**src/hdl/opaf_pkg.sv**
```systemverilog
// Shared types, constants and helpers of the one-pole audio filter.
`timescale 1ns / 1ps

package opaf_pkg;

   localparam int SAMPLE_W = 16;
   localparam int COEFF_W = 16;
   localparam int MODE_W = 2;
   localparam int CSR_DATA_W = 32;
   localparam int CSR_ADDR_W = 4;
   localparam int REG_INDEX_W = 2;

   localparam logic [MODE_W-1:0] MODE_LOWPASS = 2'd0;
   localparam logic [MODE_W-1:0] MODE_HIGHPASS = 2'd1;
   localparam logic [MODE_W-1:0] MODE_BANDPASS = 2'd2;
   localparam logic [MODE_W-1:0] MODE_RESERVED = 2'd3;

   localparam logic [REG_INDEX_W-1:0] REG_FILTER_MODE = 2'd0;
   localparam logic [REG_INDEX_W-1:0] REG_LOWPASS_COEFF = 2'd1;
   localparam logic [REG_INDEX_W-1:0] REG_HIGHPASS_COEFF = 2'd2;

   localparam logic [MODE_W-1:0] RESET_FILTER_MODE = MODE_LOWPASS;
   localparam logic [COEFF_W-1:0] RESET_LOWPASS_COEFF = 16'h8000;
   localparam logic [COEFF_W-1:0] RESET_HIGHPASS_COEFF = 16'hFFFF;

   typedef struct packed {
      logic capture;
      logic mul_en;
      logic mul_sel_lp;
      logic hp_fin;
      logic lp_fin;
      logic load_out;
      logic out_sel_lp;
   } cmd_type;

   function automatic logic signed [SAMPLE_W-1:0] sat16(input logic signed [19:0] v);
      logic signed [SAMPLE_W-1:0] r;
      r = v[SAMPLE_W-1:0];
      if (v > 20'sd32767) begin
         r = 16'sh7FFF;
      end else if (v < -20'sd32768) begin
         r = 16'sh8000;
      end
      return r;
   endfunction

endpackage

```
**src/hdl/opaf_csr.sv**
```systemverilog
// Configuration registers of the filter behind an APB-style port.
`timescale 1ns / 1ps

module opaf_csr (
   input  logic                                   clock,
   input  logic                                   reset,
   input  logic                                   psel,
   input  logic                                   penable,
   input  logic                                   pwrite,
   input  logic [opaf_pkg::CSR_ADDR_W-1:0]        paddr,
   input  logic [opaf_pkg::CSR_DATA_W-1:0]        pwdata,
   output logic [opaf_pkg::CSR_DATA_W-1:0]        prdata,
   output logic                                   pready,
   output logic [opaf_pkg::MODE_W-1:0]            filter_mode,
   output logic [opaf_pkg::COEFF_W-1:0]           lowpass_coeff,
   output logic [opaf_pkg::COEFF_W-1:0]           highpass_coeff
);

   logic [opaf_pkg::MODE_W-1:0] mode_ff;
   logic [opaf_pkg::COEFF_W-1:0] lp_coeff_ff;
   logic [opaf_pkg::COEFF_W-1:0] hp_coeff_ff;
   logic [opaf_pkg::REG_INDEX_W-1:0] reg_index;
   logic wr_en;

   assign pready = 1'b1;
   assign reg_index = paddr[opaf_pkg::CSR_ADDR_W-1:2];
   assign wr_en = psel & penable & pwrite & pready;

   always_ff @(posedge clock) begin
      if (reset) begin
         mode_ff <= opaf_pkg::RESET_FILTER_MODE;
         lp_coeff_ff <= opaf_pkg::RESET_LOWPASS_COEFF;
         hp_coeff_ff <= opaf_pkg::RESET_HIGHPASS_COEFF;
      end else if (wr_en) begin
         case (reg_index)
            opaf_pkg::REG_FILTER_MODE: begin
               mode_ff <= pwdata[opaf_pkg::MODE_W-1:0];
            end
            opaf_pkg::REG_LOWPASS_COEFF: begin
               lp_coeff_ff <= pwdata[opaf_pkg::COEFF_W-1:0];
            end
            opaf_pkg::REG_HIGHPASS_COEFF: begin
               hp_coeff_ff <= pwdata[opaf_pkg::COEFF_W-1:0];
            end
            default: begin
            end
         endcase
      end
   end

   always_comb begin
      prdata = '0;
      case (reg_index)
         opaf_pkg::REG_FILTER_MODE: begin
            prdata = {{(opaf_pkg::CSR_DATA_W-opaf_pkg::MODE_W){1'b0}}, mode_ff};
         end
         opaf_pkg::REG_LOWPASS_COEFF: begin
            prdata = {{(opaf_pkg::CSR_DATA_W-opaf_pkg::COEFF_W){1'b0}}, lp_coeff_ff};
         end
         opaf_pkg::REG_HIGHPASS_COEFF: begin
            prdata = {{(opaf_pkg::CSR_DATA_W-opaf_pkg::COEFF_W){1'b0}}, hp_coeff_ff};
         end
         default: begin
            prdata = '0;
         end
      endcase
   end

   assign filter_mode = mode_ff;
   assign lowpass_coeff = lp_coeff_ff;
   assign highpass_coeff = hp_coeff_ff;

endmodule

```
**src/hdl/opaf_dp.sv**
```systemverilog
// Filter datapath: sample history, one shared multiplier and the result register.
`timescale 1ns / 1ps

module opaf_dp (
   input  logic                                   clock,
   input  logic                                   reset,
   input  opaf_pkg::cmd_type                      cmd,
   input  logic signed [opaf_pkg::SAMPLE_W-1:0]   req_sample_in,
   input  logic                                   req_buffer_start,
   input  logic [opaf_pkg::COEFF_W-1:0]           lowpass_coeff,
   input  logic [opaf_pkg::COEFF_W-1:0]           highpass_coeff,
   output logic signed [opaf_pkg::SAMPLE_W-1:0]   rsp_sample_out
);

   logic signed [15:0] x_ff;
   logic start_ff;
   logic signed [15:0] lp_in_ff;
   logic signed [15:0] lp_in_in;
   logic signed [15:0] lp_last_ff;
   logic signed [15:0] hp_last_in_ff;
   logic signed [15:0] hp_last_out_ff;
   logic signed [34:0] prod_ff;
   logic signed [34:0] prod_in;
   logic signed [15:0] out_ff;

   logic signed [15:0] hp_prev_in;
   logic signed [15:0] hp_prev_out;
   logic signed [17:0] hp_acc;
   logic signed [17:0] lp_diff;
   logic signed [17:0] mul_a;
   logic signed [16:0] mul_b;
   logic signed [19:0] hp_shift;
   logic signed [19:0] lp_sum;
   logic signed [15:0] hp_y;
   logic signed [15:0] lp_y;

   assign hp_prev_in = start_ff ? 16'sd0 : hp_last_in_ff;
   assign hp_prev_out = start_ff ? 16'sd0 : hp_last_out_ff;
   assign hp_acc = {{2{hp_prev_out[15]}}, hp_prev_out} + {{2{x_ff[15]}}, x_ff}
                 - {{2{hp_prev_in[15]}}, hp_prev_in};
   assign lp_diff = {{2{lp_in_ff[15]}}, lp_in_ff} - {{2{lp_last_ff[15]}}, lp_last_ff};

   assign mul_a = cmd.mul_sel_lp ? lp_diff : hp_acc;
   assign mul_b = cmd.mul_sel_lp ? $signed({1'b0, lowpass_coeff})
                                 : $signed({1'b0, highpass_coeff});
   assign prod_in = mul_a * mul_b;

   assign hp_shift = {prod_ff[34], prod_ff[34:16]};
   assign hp_y = opaf_pkg::sat16(hp_shift);
   assign lp_sum = {{4{lp_last_ff[15]}}, lp_last_ff} + {prod_ff[34], prod_ff[34:16]};
   assign lp_y = start_ff ? lp_in_ff : opaf_pkg::sat16(lp_sum);

   always_comb begin
      lp_in_in = lp_in_ff;
      if (cmd.capture) begin
         lp_in_in = req_sample_in;
      end else if (cmd.hp_fin) begin
         lp_in_in = hp_y;
      end
   end

   always_ff @(posedge clock) begin
      if (cmd.capture) begin
         x_ff <= req_sample_in;
         start_ff <= req_buffer_start;
      end
      lp_in_ff <= lp_in_in;
      if (cmd.mul_en) begin
         prod_ff <= prod_in;
      end
      if (cmd.load_out) begin
         out_ff <= cmd.out_sel_lp ? lp_y : hp_y;
      end
   end

   always_ff @(posedge clock) begin
      if (reset) begin
         lp_last_ff <= '0;
         hp_last_in_ff <= '0;
         hp_last_out_ff <= '0;
      end else begin
         if (cmd.lp_fin) begin
            lp_last_ff <= lp_y;
         end
         if (cmd.hp_fin) begin
            hp_last_in_ff <= x_ff;
            hp_last_out_ff <= hp_y;
         end
      end
   end

   assign rsp_sample_out = out_ff;

endmodule

```
**src/hdl/opaf_ctrl.sv**
```systemverilog
// Sequencer of the filter: steps each beat through the highpass stage, the lowpass stage or both, by mode.
`timescale 1ns / 1ps

module opaf_ctrl (
   input  logic                         clock,
   input  logic                         reset,
   input  logic [opaf_pkg::MODE_W-1:0]  filter_mode,
   input  logic                         req_valid,
   output logic                         req_ready,
   output logic                         rsp_valid,
   input  logic                         rsp_ready,
   output opaf_pkg::cmd_type            cmd
);

   typedef enum logic [4:0] {
      ST_IDLE   = 5'b00001,
      ST_HP_MUL = 5'b00010,
      ST_HP_FIN = 5'b00100,
      ST_LP_MUL = 5'b01000,
      ST_LP_FIN = 5'b10000
   } state_type;

   state_type state_ff;
   state_type state_in;
   logic rsp_valid_ff;
   logic rsp_valid_in;
   logic out_free;
   logic use_hp;
   logic chain_lp;
   logic finishing;
   logic accept;

   assign out_free = !rsp_valid_ff || rsp_ready;
   assign use_hp = (filter_mode != opaf_pkg::MODE_LOWPASS);
   assign chain_lp = (filter_mode == opaf_pkg::MODE_BANDPASS)
                  || (filter_mode == opaf_pkg::MODE_RESERVED);
   assign finishing = out_free && ((state_ff == ST_LP_FIN)
                  || ((state_ff == ST_HP_FIN) && !chain_lp));
   assign req_ready = (state_ff == ST_IDLE) || finishing;
   assign accept = req_valid && req_ready;

   always_comb begin
      state_in = state_ff;
      cmd = '0;
      cmd.capture = accept;
      case (state_ff)
         ST_IDLE: begin
         end
         ST_HP_MUL: begin
            cmd.mul_en = 1'b1;
            state_in = ST_HP_FIN;
         end
         ST_HP_FIN: begin
            if (chain_lp) begin
               cmd.hp_fin = 1'b1;
               state_in = ST_LP_MUL;
            end else if (out_free) begin
               cmd.hp_fin = 1'b1;
               cmd.load_out = 1'b1;
               state_in = ST_IDLE;
            end
         end
         ST_LP_MUL: begin
            cmd.mul_en = 1'b1;
            cmd.mul_sel_lp = 1'b1;
            state_in = ST_LP_FIN;
         end
         ST_LP_FIN: begin
            cmd.mul_sel_lp = 1'b1;
            cmd.out_sel_lp = 1'b1;
            if (out_free) begin
               cmd.lp_fin = 1'b1;
               cmd.load_out = 1'b1;
               state_in = ST_IDLE;
            end
         end
         default: begin
            state_in = ST_IDLE;
         end
      endcase
      if (accept) begin
         state_in = use_hp ? ST_HP_MUL : ST_LP_MUL;
      end
   end

   always_comb begin
      rsp_valid_in = rsp_valid_ff;
      if (cmd.load_out) begin
         rsp_valid_in = 1'b1;
      end else if (rsp_ready) begin
         rsp_valid_in = 1'b0;
      end
   end

   always_ff @(posedge clock) begin
      if (reset) begin
         state_ff <= ST_IDLE;
         rsp_valid_ff <= 1'b0;
      end else begin
         state_ff <= state_in;
         rsp_valid_ff <= rsp_valid_in;
      end
   end

   assign rsp_valid = rsp_valid_ff;

endmodule

```
**src/hdl/one_pole_audio_filter.sv**
```systemverilog
// Top level of the one-pole audio filter: register port, sequencer and datapath.
`timescale 1ns / 1ps

// First-order RC filter on signed Q1.15 samples with lowpass, highpass and bandpass
// modes, programmed through registers at byte addresses 0x0 (mode), 0x4 (lowpass
// coefficient) and 0x8 (highpass coefficient, both unsigned Q0.16). Each stage runs
// on the single shared 18x17 multiplier in a multiply state and then a finish state
// (shift, add and saturate); bandpass mode runs the highpass stage and then the
// lowpass stage. The next sample is taken in the cycle that the current result is
// written to the output register, which holds it until the consumer takes the beat.

module one_pole_audio_filter (
   input  logic                                   clock,
   input  logic                                   reset,
   input  logic                                   req_valid,
   output logic                                   req_ready,
   input  logic signed [opaf_pkg::SAMPLE_W-1:0]   req_sample_in,
   input  logic                                   req_buffer_start,
   output logic                                   rsp_valid,
   input  logic                                   rsp_ready,
   output logic signed [opaf_pkg::SAMPLE_W-1:0]   rsp_sample_out,
   input  logic                                   psel,
   input  logic                                   penable,
   input  logic                                   pwrite,
   input  logic [opaf_pkg::CSR_ADDR_W-1:0]        paddr,
   input  logic [opaf_pkg::CSR_DATA_W-1:0]        pwdata,
   output logic [opaf_pkg::CSR_DATA_W-1:0]        prdata,
   output logic                                   pready
);

   logic [opaf_pkg::MODE_W-1:0] filter_mode;
   logic [opaf_pkg::COEFF_W-1:0] lowpass_coeff;
   logic [opaf_pkg::COEFF_W-1:0] highpass_coeff;
   opaf_pkg::cmd_type cmd;

   opaf_csr u_csr (
      .clock          (clock),
      .reset          (reset),
      .psel           (psel),
      .penable        (penable),
      .pwrite         (pwrite),
      .paddr          (paddr),
      .pwdata         (pwdata),
      .prdata         (prdata),
      .pready         (pready),
      .filter_mode    (filter_mode),
      .lowpass_coeff  (lowpass_coeff),
      .highpass_coeff (highpass_coeff)
   );

   opaf_ctrl u_ctrl (
      .clock       (clock),
      .reset       (reset),
      .filter_mode (filter_mode),
      .req_valid   (req_valid),
      .req_ready   (req_ready),
      .rsp_valid   (rsp_valid),
      .rsp_ready   (rsp_ready),
      .cmd         (cmd)
   );

   opaf_dp u_dp (
      .clock            (clock),
      .reset            (reset),
      .cmd              (cmd),
      .req_sample_in    (req_sample_in),
      .req_buffer_start (req_buffer_start),
      .lowpass_coeff    (lowpass_coeff),
      .highpass_coeff   (highpass_coeff),
      .rsp_sample_out   (rsp_sample_out)
   );

   // A new result is never written over one the consumer has not taken.
   assert property (@(posedge clock) disable iff (reset)
      cmd.load_out |-> (!rsp_valid || rsp_ready))
      else $error("result register overwritten while a beat was pending");

   // A result is waiting once a lowpass beat has passed the lowpass multiply and finish states.
   assert property (@(posedge clock) disable iff (reset)
      (req_valid && req_ready && (filter_mode == opaf_pkg::MODE_LOWPASS))
         |=> ##2 rsp_valid)
      else $error("lowpass result late");

   // A bandpass beat blocks new input while its stages run.
   assert property (@(posedge clock) disable iff (reset)
      (req_valid && req_ready && (filter_mode == opaf_pkg::MODE_BANDPASS))
         |=> !req_ready)
      else $error("input taken during bandpass processing");

endmodule

```
**config.mk**
```make
export PLATFORM = sky130hd
export DESIGN_NAME = one_pole_audio_filter
export DESIGN_NICKNAME = d
export VERILOG_FILES = /design/src/hdl/opaf_pkg.sv /design/src/hdl/opaf_csr.sv /design/src/hdl/opaf_dp.sv /design/src/hdl/opaf_ctrl.sv /design/src/hdl/one_pole_audio_filter.sv
export SDC_FILE = /design/constraint.sdc
export NUM_CORES = 1
export LEC_CHECK = 0
export BUFFER_PORTS_ARGS = -buffer_cell sky130_fd_sc_hd__buf_2
export CAP_MARGIN = 20
export CELL_PAD_IN_SITES_DETAIL_PLACEMENT = 0
export CELL_PAD_IN_SITES_GLOBAL_PLACEMENT = 1
export CORE_MARGIN = 3
export CORE_UTILIZATION = 49
export DETAILED_ROUTE_END_ITERATION = 8
export PLACE_DENSITY_LB_ADDON = 0.12
export REMOVE_ABC_BUFFERS = 1
export SYNTH_ARGS = -nofsm -noshare
export SYNTH_HDL_FRONTEND = slang
export SYNTH_SLANG_ARGS = --single-unit
```
**constraint.sdc**
```tcl
create_clock -name clock -period 13 [get_ports clock]
set_input_delay 2.6 -clock clock [delete_from_list [all_inputs] [get_ports clock]]
set_output_delay 2.6 -clock clock [all_outputs]
set_load 0.1 [all_outputs]
```
==> metrics.md, run 1 <==
| Metric | Value |
|---|---|
| Outcome | `complete, no violations` |
| Die Height | `210 um` |
| Crit-path max FO | `30` |
| CP Capture Type | `register` |
| Crit path largest cell delay | `0.64 ns` |
| Period utilization | `88.6%` |
| Top_reg_cell synth | `dfxtp_1` |
| TritonCTS clock tree | `built` |
| Top cell type's share of synthesized area | `28.3%` |
| Clk buf depth | `2` |
| Layout cells sized above 1 | `7.63%` |
| R2r startpoint | `u_dp.start_ff$_DFFE_PP_` |
| Post-synth cell types | `79` |
| Fin Setup TNS | `0 ns` |
| Die X | `210 um` |
| YS warnings | `0` |
| Post-synth EDFFs | `68` |
| Dpl cells | `2,883` |
| Met1 Track Usage GR | `36.7%` |
| Critical Path RT | `13.21 ns` |
| Vias in the first global route | `16,500` |
| Routing usage on met2 | `43.9%` |
| Worst r2r path cells | `39` |
| Nets | `2,878` |
| Setup Crit Path Kind | `reg2reg` |
| Worst hold path class | `reg2reg` |
| Commonest non-fill, non-tap cell in the layout | `inv_1` |
| DP Area | `21,300 sq um` |
| Fin cells | `2,916` |
| Postcts setup bufs | `0` |
| Row count | `74` |
| Total number of vias | `16,200` |
| CP Data Arrival Time | `11.73 ns` |
| Met3 GRT Util | `4.61%` |
| Crit-path most repeated cell | `fa_1` |
| Post-layout util | `53.5%` |
| Root buffer cell | `clkbuf_16` |
| Worst reg2reg setup slack | `1.48 ns` |
| Synth Cell Area | `20,400 sq um` |
| Routed len/inst | `19.6 um` |
| CP max stage cell | `o41ai_1` |
| Routed Antenna Nets | `0` |
| Largest net degree at the start of global routing | `49` |
| Port bufs | `75` |
| Placeable Area | `41,000 sq um` |
| Drt drc | `0` |
| Most frequent cells in the layout | `409 x inv_1, 326 x nand2_1, 289 x fa_1` |
| DIE AREA | `44,200 sq um` |
| Hold path cells | `2` |
| Reg clk slew, reported paths | `0.07 ns` |
| Fmax | `0.0868 GHz` |
| Initial DRT Pass Iterations | `5` |
| CP top delay family | `adder cells` |
| RSZ-0062 raised after global routing | `no` |
| Cells after Synth | `2,333` |
| Max-cap violations | `0` |
| Synth async-reset ratio | `0%` |
| Clock sinks | `156` |
| First-pass GRT wire length | `91,400 um` |
| Slew @ Worst Pin | `1.11 ns` |
| Max_slew headroom | `26.0%` |
| Total wire length | `57,100 um` |
| Register area share after synthesis | `18.6%` |
| Final Max Slew Viols | `0` |
| Post-DP HPWL | `45,800 um` |
| Worst-Skew Late Latency | `0.47 ns` |
| Worst Setup Start Kind | `register` |
| Area leader, netlist | `fa_1` |
| Final Skew | `0.0145 ns` |
| I/O Pins | `111` |
| TritonCTS Buffers | `17` |
| CTS Hold Bufs | `0` |
| GRT busiest layer | `met2` |
| Antenna diode count | `0` |
| H-tree Lvls | `4` |
| Fillers | `3,913` |
| Total track usage | `26.7%` |
| Post_cts resized | `0` |
| Initial DRC Count | `1,012` |
| GRT overflow | `0` |
| Hold Path Origin | `u_dp.hp_last_out_ff[15]$_SDFFE_PP0P_` |
| Buf/Inv on CP | `5` |
| Register bit total from synthesis | `156` |
| Synth-to-layout area growth | `7.46%` |
| Final hold violation count | `0` |
| Final Cell Area | `21,900 sq um` |
| Initial antenna violation count | `0` |
| Starting density of the core | `49.8%` |
| Setup violators final | `0` |
| Hold Path Sink | `u_dp.hp_last_out_ff[15]$_SDFFE_PP0P_` |
| Synth Area per Inst | `8.75 sq um` |
| Synth area leaders | `fa_1 28%, edfxtp_1 10%, ha_1 9.7%` |
| Post-route minimum period | `11.52 ns` |
| Placer Congestion | `0.921` |
| FF-to-FF End | `u_dp.prod_ff[33]$_DFFE_PP_` |
| Vias per cell | `5.54` |
## layout make-up
cell class	count	area, sq um	area share, %
multi-input cells	1677	14700	67.1
flip-flops and latches	156	3800	17.3
inverters	410	1540	7.01
well taps	532	666	3.03
repair buffers	109	632	2.88
clock buffers	18	439	2.00
clock inverters	14	148	0.673
## cell usage after synthesis (6+ instances only)
cell type	n
o21ai_1	7
ha_1	158
inv_1	409
fa_1	289
or2_2	7
edfxtp_1	68
or3_1	8
and2_1	43
nor2b_1	58
nor2_1	153
a32o_1	14
xnor2_1	56
a31o_1	10
a32oi_1	16
clkbuf_1	83
nor4_1	6
o211ai_1	7
o21a_1	11
o31ai_1	8
nor3_1	19
nand3_1	27
o21bai_1	7
buf_4	17
a211o_1	21
and3_1	19
a31oi_1	7
o22ai_1	17
nand3b_1	7
a22o_1	15
o21ai_0	61
nand2b_1	22
dfxtp_1	88
nand2_2	10
xor2_1	28
mux2i_1	7
a21oi_1	115
a211oi_1	8
nand2_1	326
a21o_1	31
## sequential cells by signal, summed over array words and instances (netlist names)
register	cells
u_csr.filter_mode	2
u_dp.lp_last_ff	16
u_dp.hp_last_out_ff	16
u_csr.lowpass_coeff	16
u_dp.x_ff	16
u_ctrl.rsp_valid	1
u_csr.highpass_coeff	16
u_dp.lp_in_ff	16
u_dp.prod_ff	19
u_dp.rsp_sample_out	16
u_dp.start_ff	1
u_ctrl.state_ff	5
u_dp.hp_last_in_ff	16
## stage by stage
stage / hold slack (ns) / worst slack, ns
after global routing: 0.480 / 0.845
after detailed placement: 0.443 / 1.59
after CTS: 0.453 / 1.54
after global placement: 0.441 / 1.64
after floorplan: 0.426 / 2.11
final: 0.454 / 1.48
## how the worst max path moves through the flow
stage | depth (start not counted) | slack (ns) | to | start
final | 39 | 1.48 | u_dp.prod_ff[33]$_DFFE_PP_ | u_dp.start_ff$_DFFE_PP_
after global routing | 39 | 0.84 | u_dp.prod_ff[33]$_DFFE_PP_ | u_dp.start_ff$_DFFE_PP_
after CTS | 40 | 1.54 | u_dp.prod_ff[33]$_DFFE_PP_ | u_dp.start_ff$_DFFE_PP_
after detailed placement | 40 | 1.59 | u_dp.prod_ff[33]$_DFFE_PP_ | u_dp.start_ff$_DFFE_PP_
after global placement | 35 | 1.64 | u_dp.prod_ff[33]$_DFFE_PP_ | u_dp.start_ff$_DFFE_PP_
after floorplan | 36 | 2.11 | u_dp.prod_ff[33]$_DFFE_PP_ | u_dp.start_ff$_DFFE_PP_
## per-layer routing
layer | wire length (um) | part of all wire [%] | vias to the layer above
met5 | 0 | 0 | -
met4 | 1370 | 2.4 | 0
met3 | 3270 | 5.7 | 88
met2 | 26600 | 47 | 439
met1 | 25900 | 45 | 8074
li1 | - | - | 7566
## worst register-to-register path: cells and delay by family (launching register included)
family | cells | cell delay (ns)
DFF | 1 | 0.47
xor gates and xnor gates | 2 | 0.23
AOI/OAI and AO/OA | 15 | 4.05
buffers and inverters | 5 | 0.87
adders and majority gates | 9 | 4.14
and+or+nand+nor | 8 | 1.52
## logic make-up after synthesis
logic type               share of synthesized area [%]
buffers and inverters                             9.82
adder cells (fa/ha/maj)                           38.1
XOR/XNOR                                          3.60
AO/OA/AOI/OAI                                     13.3
flip-flops                                        18.6
multiplexers                                     0.398
other                                           0.0368
AND/OR/NAND/NOR                                   16.1
Power of run 1 is left out: the tool's default activity adds up to more than one toggle a clock period on the data nets, which glitch-free logic cannot reach.
==> run 2, diff against run 1 <==
--- a/config.mk
+++ b/config.mk
@@ -10,7 +10,8 @@
 export CELL_PAD_IN_SITES_DETAIL_PLACEMENT = 0
 export CELL_PAD_IN_SITES_GLOBAL_PLACEMENT = 1
 export CORE_MARGIN = 3
-export CORE_UTILIZATION = 49
+export CORE_UTILIZATION = 45
+export CTS_BUF_LIST = sky130_fd_sc_hd__clkbuf_4 sky130_fd_sc_hd__clkbuf_8
 export DETAILED_ROUTE_END_ITERATION = 8
 export PLACE_DENSITY_LB_ADDON = 0.12
 export REMOVE_ABC_BUFFERS = 1
==> constraint.sdc (replaced) <==
create_clock -name clock -period 9.9 [get_ports clock]
set_input_delay 1.98 -clock clock [delete_from_list [all_inputs] [get_ports clock]]
set_output_delay 1.98 -clock clock [all_outputs]
set_load 0.1 [all_outputs]
==> run 2 against run 1 <==
Effect of this change:
- global-route usage is 0.39 points lower
- worst hold slack better by 0.0064 ns
- critical path depth up 5
- non-clock buffer count rose by 191
- critical path type unchanged
==> metrics.md, run 2 (synthesis results as in run 1) <==
| Metric | Value |
|---|---|
| Total number of vias | `16,900` |
| First-pass GRT wire length | `96,400 um` |
| Max_slew headroom | `27.4%` |
| Total wire length | `62,100 um` |
| Routed Antenna Nets | `0` |
| Crit path largest cell delay | `0.56 ns` |
| Max-cap violations | `0` |
| H-tree Lvls | `4` |
| Layout cells sized above 1 | `18.8%` |
| Largest net degree at the start of global routing | `51` |
| Max reg flops | `19` |
| Crit-path max FO | `6` |
| Setup crit start | `u_dp.start_ff$_DFFE_PP_` |
| Final Max Slew Viols | `0` |
| Initial DRC Count | `974` |
| CP max stage cell | `fa_1` |
| Period utilization | `97.8%` |
| Post-route minimum period | `9.68 ns` |
| DIE AREA | `48,000 sq um` |
| I/O Pins | `111` |
| TritonCTS clock tree | `built` |
| Initial DRT Pass Iterations | `6` |
| RSZ-0062 raised after global routing | `yes` |
| Vias in the first global route | `17,400` |
| Starting density of the core | `45.9%` |
| Outcome | `complete, no violations` |
| Worst hold path class | `reg2reg` |
| Setup violators final | `0` |
| CTS Hold Bufs | `0` |
| Clock sinks | `156` |
| Post-DP HPWL | `49,400 um` |
| Commonest non-fill, non-tap cell in the layout | `inv_1` |
| Most frequent cells in the layout | `400 x inv_1, 323 x nand2_1, 277 x fa_1` |
| Fillers | `4,158` |
| Reg with most FFs | `u_dp.prod_ff` |
| Placer Congestion | `0.916` |
| Nets | `3,069` |
| Synth-to-layout area growth | `17.8%` |
| Slew @ Worst Pin | `1.09 ns` |
| TritonCTS Buffers | `17` |
| Placeable Area | `44,500 sq um` |
| Final Skew | `0.0241 ns` |
| Final hold violation count | `0` |
| Die X | `219 um` |
| Vias per cell | `5.34` |
| R2r startpoint | `u_dp.start_ff$_DFFE_PP_` |
| Final Cell Area | `24,100 sq um` |
| Critical Path RT | `10.17 ns` |
| Setup Crit Path Kind | `reg2reg` |
| Worst r2r path cells | `44` |
| DP Area | `22,600 sq um` |
| Drt drc | `0` |
| CP Capture Type | `register` |
| Hold path cells | `2` |
| Initial antenna violation count | `0` |
| CP Data Arrival Time | `9.95 ns` |
| Fmax | `0.103 GHz` |
| Clk buf depth | `2` |
| Routed len/inst | `19.6 um` |
| Row count | `77` |
| Post-layout util | `54.1%` |
| Hold Path Origin | `u_dp.hp_last_in_ff[10]$_SDFFE_PP0P_` |
| Die Height | `219 um` |
| GRT overflow | `0` |
| Root buffer cell | `clkbuf_8` |
| Port bufs | `75` |
| Total track usage | `26.3%` |
| Worst Setup Start Kind | `register` |
| Crit-path most repeated cell | `fa_1` |
| Reg clk slew, reported paths | `0.11 ns` |
| Worst-Skew Late Latency | `0.52 ns` |
## run 2: cell types whose count changed in the layout (fill, tap and decap cells not counted), moves of 10 or more
cell       previous run  this run
a21oi_1             113       102
a21oi_2               2        12
buf_4                32       210
clkbuf_16            17         1
clkbuf_8              1        18
fa_1                289       277
fa_2                  0        12
ha_1                158       145
o21ai_0              56        46
## run 2: timing repair
| item | 4_1_cts | 5_1_grt |
|---|---|---|
| resized for setup | 46 | 105 |
| cloned | 1 | 1 |
| setup endpoints to repair | 16 | 14 |
| setup buffers | 17 | 23 |
| pin swaps | 22 | 80 |
## run 2: layer usage
metal	track usage, %	wire [um]	vias to the layer above
li1	-	-	7953
met1	35.5	28000	8469
met2	44.9	29900	425
met3	3.99	3020	76
met4	5.51	1150	0
met5	0	0	-
## run 2: stage by stage
| stage | cells | setup slack (ns) | hold WS [ns] | TNS (ns) |
|---|---|---|---|---|
| floorplan | 2243 | -0.987 | 0.426 | -6.36 |
| global placement | 3093 | -0.703 | 0.443 | -4.91 |
| detailed placement | 3093 | -0.759 | 0.449 | -6.89 |
| CTS | 3143 | 0.00287 | 0.464 | 0 |
| global route | 3167 | -0.215 | 0.489 | -0.796 |
| finish | 3168 | 0.217 | 0.461 | 0 |
## run 2: path summary, 6_finish.rpt
path,slack [ns],endpoint
max,0.22,u_dp.prod_ff[33]$_DFFE_PP_
min,0.46,u_dp.hp_last_in_ff[10]$_SDFFE_PP0P_
max reg2reg,0.22,u_dp.prod_ff[33]$_DFFE_PP_
min reg2reg,0.46,u_dp.hp_last_in_ff[10]$_SDFFE_PP0P_
## run 2: worst max-delay path: cells and delay by family, from the launching register on
| kind | cells | cell delay, ns |
|---|---|---|
| DFF | 1 | 0.45 |
| AOI/OAI and AO/OA | 14 | 2.07 |
| xor gates and xnor gates | 3 | 0.40 |
| adders and majority gates | 10 | 4.12 |
| and+or+nand+nor | 8 | 1.39 |
| buffers and inverters | 9 | 0.97 |
## run 2: final cells by class
cell class / instances / area [sq um] / area share [%]
diodes: 1 / 2.50 / 0.0104
clock buffers: 18 / 248 / 1.03
clock inverters: 14 / 178 / 0.738
inverters: 410 / 1540 / 6.40
multi-input cells: 1677 / 15400 / 63.8
flip-flops and latches: 156 / 3800 / 15.8
well taps: 592 / 741 / 3.08
repair buffers: 300 / 2190 / 9.11
Power of run 2 is left out for the same reason.
